`config.mk`:
```
export PLATFORM = sky130hd
export DESIGN_NAME = pm_sensor_frame_parser
export DESIGN_NICKNAME = d
export VERILOG_FILES = /design/src/hw/rtl/pmsfp_pkg.sv /design/src/hw/rtl/pmsfp_parser.sv /design/src/hw/rtl/pm_sensor_frame_parser.sv
export SDC_FILE = /design/constraint.sdc
export NUM_CORES = 1
export LEC_CHECK = 0
export ABC_AREA = 1
export BUFFER_PORTS_ARGS = -buffer_cell sky130_fd_sc_hd__buf_2
export CELL_PAD_IN_SITES_DETAIL_PLACEMENT = 1
export CELL_PAD_IN_SITES_GLOBAL_PLACEMENT = 1
export CORE_ASPECT_RATIO = 1.1
export CORE_MARGIN = 3
export CORE_UTILIZATION = 50
export DETAILED_ROUTE_END_ITERATION = 7
export PLACE_DENSITY = 0.78
export REMOVE_ABC_BUFFERS = 1
export SKIP_LAST_GASP = 1
export SLEW_MARGIN = 20
export SYNTH_ARGS = -nofsm -noshare
export SYNTH_HDL_FRONTEND = slang
export SYNTH_SLANG_ARGS = --single-unit
```
`constraint.sdc`:
```
create_clock -name clk -period 8.05 [get_ports clk]
set_clock_uncertainty 0.15 [all_clocks]
set_input_delay 0.4025 -clock clk [delete_from_list [all_inputs] [get_ports clk]]
set_output_delay 0.4025 -clock clk [all_outputs]
set_load 0.01 [all_outputs]
```
`src/hw/rtl/pmsfp_pkg.sv`:
```
package pmsfp_pkg;

  // Frame layout.
  localparam int FRAME_BYTES   = 32;
  localparam int NUM_READINGS  = 12;
  localparam int POS_W         = 5;
  localparam int CH_W          = 4;

  localparam logic [7:0] START_FIRST  = 8'h42;
  localparam logic [7:0] START_SECOND = 8'h4D;

  // Byte positions inside a frame.
  localparam logic [POS_W-1:0] POS_AFTER_START = POS_W'(2);
  localparam logic [POS_W-1:0] POS_READ_FIRST  = POS_W'(4);
  localparam logic [POS_W-1:0] POS_READ_END    = POS_W'(4 + 2 * NUM_READINGS);
  localparam logic [POS_W-1:0] POS_VERSION     = POS_W'(FRAME_BYTES - 4);
  localparam logic [POS_W-1:0] POS_ERROR       = POS_W'(FRAME_BYTES - 3);
  localparam logic [POS_W-1:0] POS_CKS_HI      = POS_W'(FRAME_BYTES - 2);
  localparam logic [POS_W-1:0] POS_CKS_LO      = POS_W'(FRAME_BYTES - 1);

  localparam logic [CH_W-1:0] LAST_CH = CH_W'(NUM_READINGS - 1);

  typedef enum logic [1:0] {
    PH_HUNT   = 2'd0,
    PH_SECOND = 2'd1,
    PH_BODY   = 2'd2
  } phase_t;

  typedef logic [NUM_READINGS-1:0][15:0] readings_t;

  // Status from the parser to the result sequencer.
  typedef struct packed {
    logic       done;       // last byte of a frame accepted this cycle
    logic [7:0] version;
    logic [7:0] error;
    logic       cks_ok;
    logic       end_next;   // the next byte will complete a frame
  } frame_stat_t;

endpackage

```
`src/hw/rtl/pmsfp_parser.sv`:
```
module pmsfp_parser (
  input  logic                 clk,
  input  logic                 rst_n,
  input  logic                 byte_fire,
  input  logic [7:0]           rx_byte,
  output pmsfp_pkg::readings_t readings,
  output pmsfp_pkg::frame_stat_t stat
);
  import pmsfp_pkg::*;

  phase_t           phase_r, phase_nxt;
  logic [POS_W-1:0] pos_r, pos_nxt;
  logic [15:0]      sum_r, sum_nxt;
  logic [7:0]       hi_r, hi_nxt;
  logic [7:0]       version_r, version_nxt;
  logic [7:0]       error_r, error_nxt;
  logic             rd_we;
  logic [CH_W-1:0]  rd_idx;
  logic             done;
  readings_t        readings_r;

  // Sync hunt and byte collection.
  always_comb begin
    phase_nxt   = phase_r;
    pos_nxt     = pos_r;
    sum_nxt     = sum_r;
    hi_nxt      = hi_r;
    version_nxt = version_r;
    error_nxt   = error_r;
    rd_we       = 1'b0;
    rd_idx      = pos_r[POS_W-1:1] - CH_W'(POS_READ_FIRST >> 1);
    done        = 1'b0;
    if (byte_fire) begin
      case (phase_r)
        PH_SECOND: begin
          if (rx_byte == START_SECOND) begin
            phase_nxt = PH_BODY;
            pos_nxt   = POS_AFTER_START;
            sum_nxt   = 16'({8'd0, START_FIRST} + {8'd0, START_SECOND});
          end else if (rx_byte != START_FIRST) begin
            phase_nxt = PH_HUNT;
          end
        end
        PH_BODY: begin
          if (pos_r < POS_CKS_HI) begin
            sum_nxt = sum_r + {8'd0, rx_byte};
          end
          if (pos_r >= POS_READ_FIRST && pos_r < POS_READ_END) begin
            if (!pos_r[0]) begin
              hi_nxt = rx_byte;
            end else begin
              rd_we = 1'b1;
            end
          end else if (pos_r == POS_VERSION) begin
            version_nxt = rx_byte;
          end else if (pos_r == POS_ERROR) begin
            error_nxt = rx_byte;
          end else if (pos_r == POS_CKS_HI) begin
            hi_nxt = rx_byte;
          end
          if (pos_r == POS_CKS_LO) begin
            done      = 1'b1;
            phase_nxt = PH_HUNT;
            pos_nxt   = '0;
          end else begin
            pos_nxt = pos_r + POS_W'(1);
          end
        end
        default: begin
          phase_nxt = (rx_byte == START_FIRST) ? PH_SECOND : PH_HUNT;
        end
      endcase
    end
  end

  always_ff @(posedge clk) begin
    if (!rst_n) begin
      phase_r   <= PH_HUNT;
      pos_r     <= '0;
      sum_r     <= '0;
      hi_r      <= '0;
      version_r <= '0;
      error_r   <= '0;
    end else begin
      phase_r   <= phase_nxt;
      pos_r     <= pos_nxt;
      sum_r     <= sum_nxt;
      hi_r      <= hi_nxt;
      version_r <= version_nxt;
      error_r   <= error_nxt;
    end
  end

  // Frame reading store, written once per reading.
  always_ff @(posedge clk) begin
    if (rd_we) begin
      readings_r[rd_idx] <= {hi_r, rx_byte};
    end
  end

  assign readings      = readings_r;
  assign stat.done     = done;
  assign stat.version  = version_r;
  assign stat.error    = error_r;
  assign stat.cks_ok   = (sum_r == {hi_r, rx_byte});
  assign stat.end_next = (phase_r == PH_BODY) && (pos_r == POS_CKS_LO);

endmodule

```
`src/hw/rtl/pm_sensor_frame_parser.sv`:
```
// Parses a particulate sensor byte stream: it locks on the 0x42 0x4D start pair, collects a
// 32-byte frame and, after the frame's last byte, gives twelve results (channel 0 to 11), one
// per cycle while out_ready is high, the first one passing through the frame snapshot and then
// the output register after that byte's transaction. The byte input takes one transaction per
// cycle, also while results are draining; it stalls only on the final byte of a following frame
// if the twelve results of the previous frame have not all been moved to the output register
// yet, since a single result sequencer with one frame snapshot serves the output. With cfg_wdata
// set the result is the halved 17-bit sum of the stored and the new reading; the stored readings
// are cleared at reset. A checksum mismatch is only flagged.
module pm_sensor_frame_parser (
  input  logic        clk,
  input  logic        rst_n,
  input  logic        cfg_we,
  input  logic        cfg_wdata,
  input  logic        in_valid,
  output logic        in_ready,
  input  logic [7:0]  in_rx_byte,
  output logic        out_valid,
  input  logic        out_ready,
  output logic [3:0]  out_channel,
  output logic [15:0] out_reading,
  output logic [7:0]  out_sensor_version,
  output logic [7:0]  out_sensor_error,
  output logic        out_checksum_ok,
  output logic        out_last_of_frame
);
  import pmsfp_pkg::*;

  logic            avg_mode_r;
  logic            byte_fire;
  readings_t       readings;
  frame_stat_t     stat;
  readings_t       snap_r;
  logic [7:0]      snap_ver_r;
  logic [7:0]      snap_err_r;
  logic            snap_ok_r;
  readings_t       stored_r;
  logic            busy_r;
  logic [CH_W-1:0] idx_r;
  logic            advance;
  logic [16:0]     pair_sum;
  logic [15:0]     result;
  logic            out_valid_r;
  logic [3:0]      out_channel_r;
  logic [15:0]     out_reading_r;
  logic [7:0]      out_version_r;
  logic [7:0]      out_error_r;
  logic            out_ok_r;
  logic            out_last_r;

  // Mode register.
  always_ff @(posedge clk) begin
    if (!rst_n) begin
      avg_mode_r <= 1'b0;
    end else if (cfg_we) begin
      avg_mode_r <= cfg_wdata;
    end
  end

  assign in_ready  = !(busy_r && stat.end_next);
  assign byte_fire = in_valid && in_ready;

  pmsfp_parser u_parser (
    .clk      (clk),
    .rst_n    (rst_n),
    .byte_fire(byte_fire),
    .rx_byte  (in_rx_byte),
    .readings (readings),
    .stat     (stat)
  );

  // Snapshot of a completed frame, so the parser can go on with the next one.
  always_ff @(posedge clk) begin
    if (stat.done) begin
      snap_r     <= readings;
      snap_ver_r <= stat.version;
      snap_err_r <= stat.error;
      snap_ok_r  <= stat.cks_ok;
    end
  end

  // One result per cycle while the output register can take it.
  assign advance  = busy_r && (!out_valid_r || out_ready);
  assign pair_sum = {1'b0, stored_r[idx_r]} + {1'b0, snap_r[idx_r]};
  assign result   = avg_mode_r ? pair_sum[16:1] : snap_r[idx_r];

  always_ff @(posedge clk) begin
    if (!rst_n) begin
      busy_r   <= 1'b0;
      idx_r    <= '0;
      stored_r <= '0;
    end else begin
      if (stat.done) begin
        busy_r <= 1'b1;
        idx_r  <= '0;
      end else if (advance) begin
        stored_r[idx_r] <= result;
        idx_r           <= idx_r + CH_W'(1);
        if (idx_r == LAST_CH) begin
          busy_r <= 1'b0;
        end
      end
    end
  end

  // Output register.
  always_ff @(posedge clk) begin
    if (!rst_n) begin
      out_valid_r <= 1'b0;
    end else if (advance) begin
      out_valid_r <= 1'b1;
    end else if (out_ready) begin
      out_valid_r <= 1'b0;
    end
  end

  always_ff @(posedge clk) begin
    if (advance) begin
      out_channel_r <= idx_r;
      out_reading_r <= result;
      out_version_r <= snap_ver_r;
      out_error_r   <= snap_err_r;
      out_ok_r      <= snap_ok_r;
      out_last_r    <= (idx_r == LAST_CH);
    end
  end

  assign out_valid          = out_valid_r;
  assign out_channel        = out_channel_r;
  assign out_reading        = out_reading_r;
  assign out_sensor_version = out_version_r;
  assign out_sensor_error   = out_error_r;
  assign out_checksum_ok    = out_ok_r;
  assign out_last_of_frame  = out_last_r;

endmodule
```
==> impl_results.md <==
* Status: complete, no violations
* Final period util at 0.6359
* Antenna cells at 0
* Mean Syn Cell Area at 10.13 um^2
* Seq/Total Area, Yosys at 0.6506
* DRT Pass-1 Iters at 5
* Pwr dens at 229.9 nW/um^2
* Netlist cell types at 46
* Worst Hold Depth at 1
* Type of origin of the critical path: register
* FF-to-FF End: stored_r[121]
* Vias in the first global route at 22,180
* CP Data Required Time at 8.46 ns
* Antenna violations before repair at 0
* Synthesized cell area at 27,830 um^2
* Setup violations, final at 0
* Wire length after detailed routing at 83,840 um
* Avg WL per Cell at 23.53 um
* Commonest non-fill, non-tap cells in the layout: edfxtp_1 (439), inv_1 (381), o21ai_0 (328), nand2_1 (315), a21oi_1 (299)
* Critical path's slowest cell: o21ai_1
* Post_cts resized at 0
* Ys async rst share at 0
* Reg clk slew, reported paths at 0.06 ns
* Via count at 20,810
* Layout Area Growth over Synthesis at 11.66%
* Largest family of logic cells by synthesized area: compound AO/OA/AOI/OAI gates
* Main synth FF type: edfxtp_1
* Die height at 253.4 um
* Hold buffer count at CTS at 3
* Number of cell rows at 90
* Htree depth at 3
* Worst skew pair latency at 0.63 ns
* Grt ovf at 0
* Slew Limit Fails at 0
* Initial Util at 0.5064
* Critical-path cell list: buf_4, buf_4, nand2_1, nand2_1, nand2_1, nand2_1, nand2_1, nand3_2, nand2_1, fa_1, inv_1, nand3_1, nand2_1, a21oi_1, o21ai_0, nand2_1, nand2_1, xnor2_1, o21ai_1, o21ai_0, inv_1
* Buf/Inv on CP at 4
* DRC Markers at 0
* M1 GR Usage at 0.3343
* Adder-cell share of the synthesized area at 0.01762
* Max Clk Rate at 0.1953 GHz
* Vias per inst at 5.841
* Setup CP Type: register to register
* Simple-Gate Fraction of Synth Area at 0.1091
* Max Cap Viol at 0
* Setup Buffers After CTS at 0
* FF-to-FF setup slack at 2.93 ns
* Fin worst setup slack at 2.931 ns
* Slew margin rel. at 0.3064
* CP endpoint kind: register
* Routed Antenna Nets at 0
* First-pass GRT wire length at 127,300 um
* Post-synthesis instance total at 2,747
* Synth Area in Compound Gates at 0.1406
* Deepest clock path buffer count at 3
* DP HPWL at 50,240 um
* Hold crit path type: primary input to register
* Largest net degree at the start of global routing at 132
* Top cell by count, worst path: nand2_1
* DR iter-0 viols at 1,835
* Core ar. at 54,950 um^2
* XOR/XNOR Fraction of Synth Area at 0.005035
* Pre-CTS setup slack at 2.950 ns
* Post-synth EDFFs at 439
* Critical R2R Launch: idx_r[0]
* Peak VDD IR at 0.1804 mV
* Port Buffers at 53
* Delay-heaviest family, CP: buffers and inverters
* Worst min-delay path startpoint: in_rx_byte[0]
* Most common cell after layout, fill and taps aside: edfxtp_1
* P_leak at 12.08 nW
* Overall Power at 7.143 mW
* Worst-Margin Slew at 1.039 ns
* Share of layout cells above drive strength 1 at 0.09056
* Clk sinks at 685
* Nets@finish at 2,820
* GPL Wtd Cong at 0.8775
* Crit-path max cell delay at 0.68 ns
* Worst-path maximum fanout at 79
* Met2 Use GR at 0.5136
* Fill cells at 6,048
* Synthesized flop and latch total at 685
* Busiest grt layer: met2
* CTS tree: yes
* CTS buffer count at 71
* Met3 Usage GRT at 0.03825
* RSZ-0062 raised after global routing: false
* Final worst path period need at 5.119 ns
* Die area at 58,530 um^2
* Ys Warns at 0
* # IOs at 54
* GRT Total Usage at 0.2845
* Mux contribution to synthesized area at 0
* Final hold violations at 0
* Critical path data arrival time at 5.53 ns
* R2r worst-path depth at 21
* Hold endpoint: u_parser.readings[112]
* Chip width at 230.9 um
* Root buffer cell: clkbuf_16
cells by family after synthesis:
family                   Yosys count
XOR/XNOR                          16
flip-flops                       685
buffers and inverters            542
AND/OR/NAND/NOR                  722
AO/OA/AOI/OAI                    744
adder cells (fa/ha/maj)           38
where the power goes:
part	switching, mW	internal (mW)
Combinational	0.0945	0.0249
Sequential	0.00782	3.71
Clock	1.41	1.90
synth_stat cells (7+ instances only):
cell type / instances / area [um^2]
a21oi_1: 299 / 1496
buf_1: 13 / 48.80
buf_2: 48 / 240.2
buf_4: 7 / 52.55
clkbuf_1: 73 / 274.0
dfxtp_1: 246 / 4925
edfxtp_1: 439 / 13180
ha_1: 36 / 450.4
inv_1: 386 / 1449
inv_2: 10 / 37.54
nand2_1: 315 / 1182
nand3_1: 91 / 455.4
nand4_1: 8 / 50.05
nor2_1: 245 / 919.6
nor3_1: 14 / 70.07
nor3_2: 8 / 80.08
o211ai_1: 30 / 225.2
o21ai_0: 328 / 1642
o21ai_1: 23 / 115.1
o22ai_1: 45 / 281.5
or3_1: 14 / 87.58
xor2_1: 10 / 87.58
worst max path at each step:
stage          startpoint               to  slack [ns]  cells past startpoint
4_1_cts          idx_r[0]    stored_r[121]        2.87                     21
2_1_floorplan    idx_r[0]  out_reading[11]       -0.16                     19
3_3_place_gp     idx_r[1]  out_reading[13]        3.14                     12
5_1_grt          idx_r[0]    stored_r[121]        2.50                     21
3_5_place_dp     idx_r[1]     stored_r[93]        2.95                     14
6_report         idx_r[0]    stored_r[121]        2.93                     21
area by class of cell:
cell class                 instances  area (um^2)  area share
sequential                       685        18110      0.5829
multi-input combinational       1520         7631      0.2456
clock buffer                      96         1964     0.06321
inverter                         398         1506     0.04848
tap                              736        920.9     0.02963
timing repair buffer              92        578.1     0.01860
clock inverter                    36        360.3     0.01160
layer usage:
layer / wire length (um) / vias to the layer above / share of wire
met2: 43530 / 756 / 0.52
met1: 32070 / 10460 / 0.38
met5: 0 / - / 0
li1: - / 9350 / -
met4: 3836 / 0 / 0.046
met3: 4407 / 242 / 0.053
worst reg2reg max path, stage by stage, from the launching register on:
cell	delay, ns
dfxtp_4	0.36
buf_4	0.67
buf_4	0.66
nand2_1	0.14
nand2_1	0.13
nand2_1	0.06
nand2_1	0.11
nand2_1	0.10
nand3_2	0.21
nand2_1	0.14
fa_1	0.38
inv_1	0.10
nand3_1	0.08
nand2_1	0.12
a21oi_1	0.09
o21ai_0	0.34
nand2_1	0.10
nand2_1	0.11
xnor2_1	0.07
o21ai_1	0.68
o21ai_0	0.19
inv_1	0.08
state kept, by name, summed over array words and instances (netlist names), 2 cells and up:
register / flops
out_sensor_version: 8
out_reading: 16
u_parser.version_r: 8
out_channel: 4
out_sensor_error: 8
u_parser.phase_r: 2
u_parser.error_r: 8
u_parser.hi_r: 8
snap_ver_r: 8
stored_r: 192
u_parser.readings: 192
u_parser.sum_r: 16
snap_err_r: 8
snap_r: 192
idx_r: 4
u_parser.pos_r: 5
per-stage QoR:
step                      cell area (um^2)  instances    util  setup TNS (ns)  hold slack (ns)
after floorplan                      27180       2603       -          -3.777           0.2503
after global placement               28710       3428  0.5225               0           0.2506
after detailed placement             28720       3428  0.5225               0           0.2551
after CTS                            31070       3563  0.5654               0          0.03701
after global routing                 31080       3563  0.5655               0          0.06475
final                                31080       3563  0.5655               0          0.06329
Note: power is estimated with default switching activity, not from simulation.
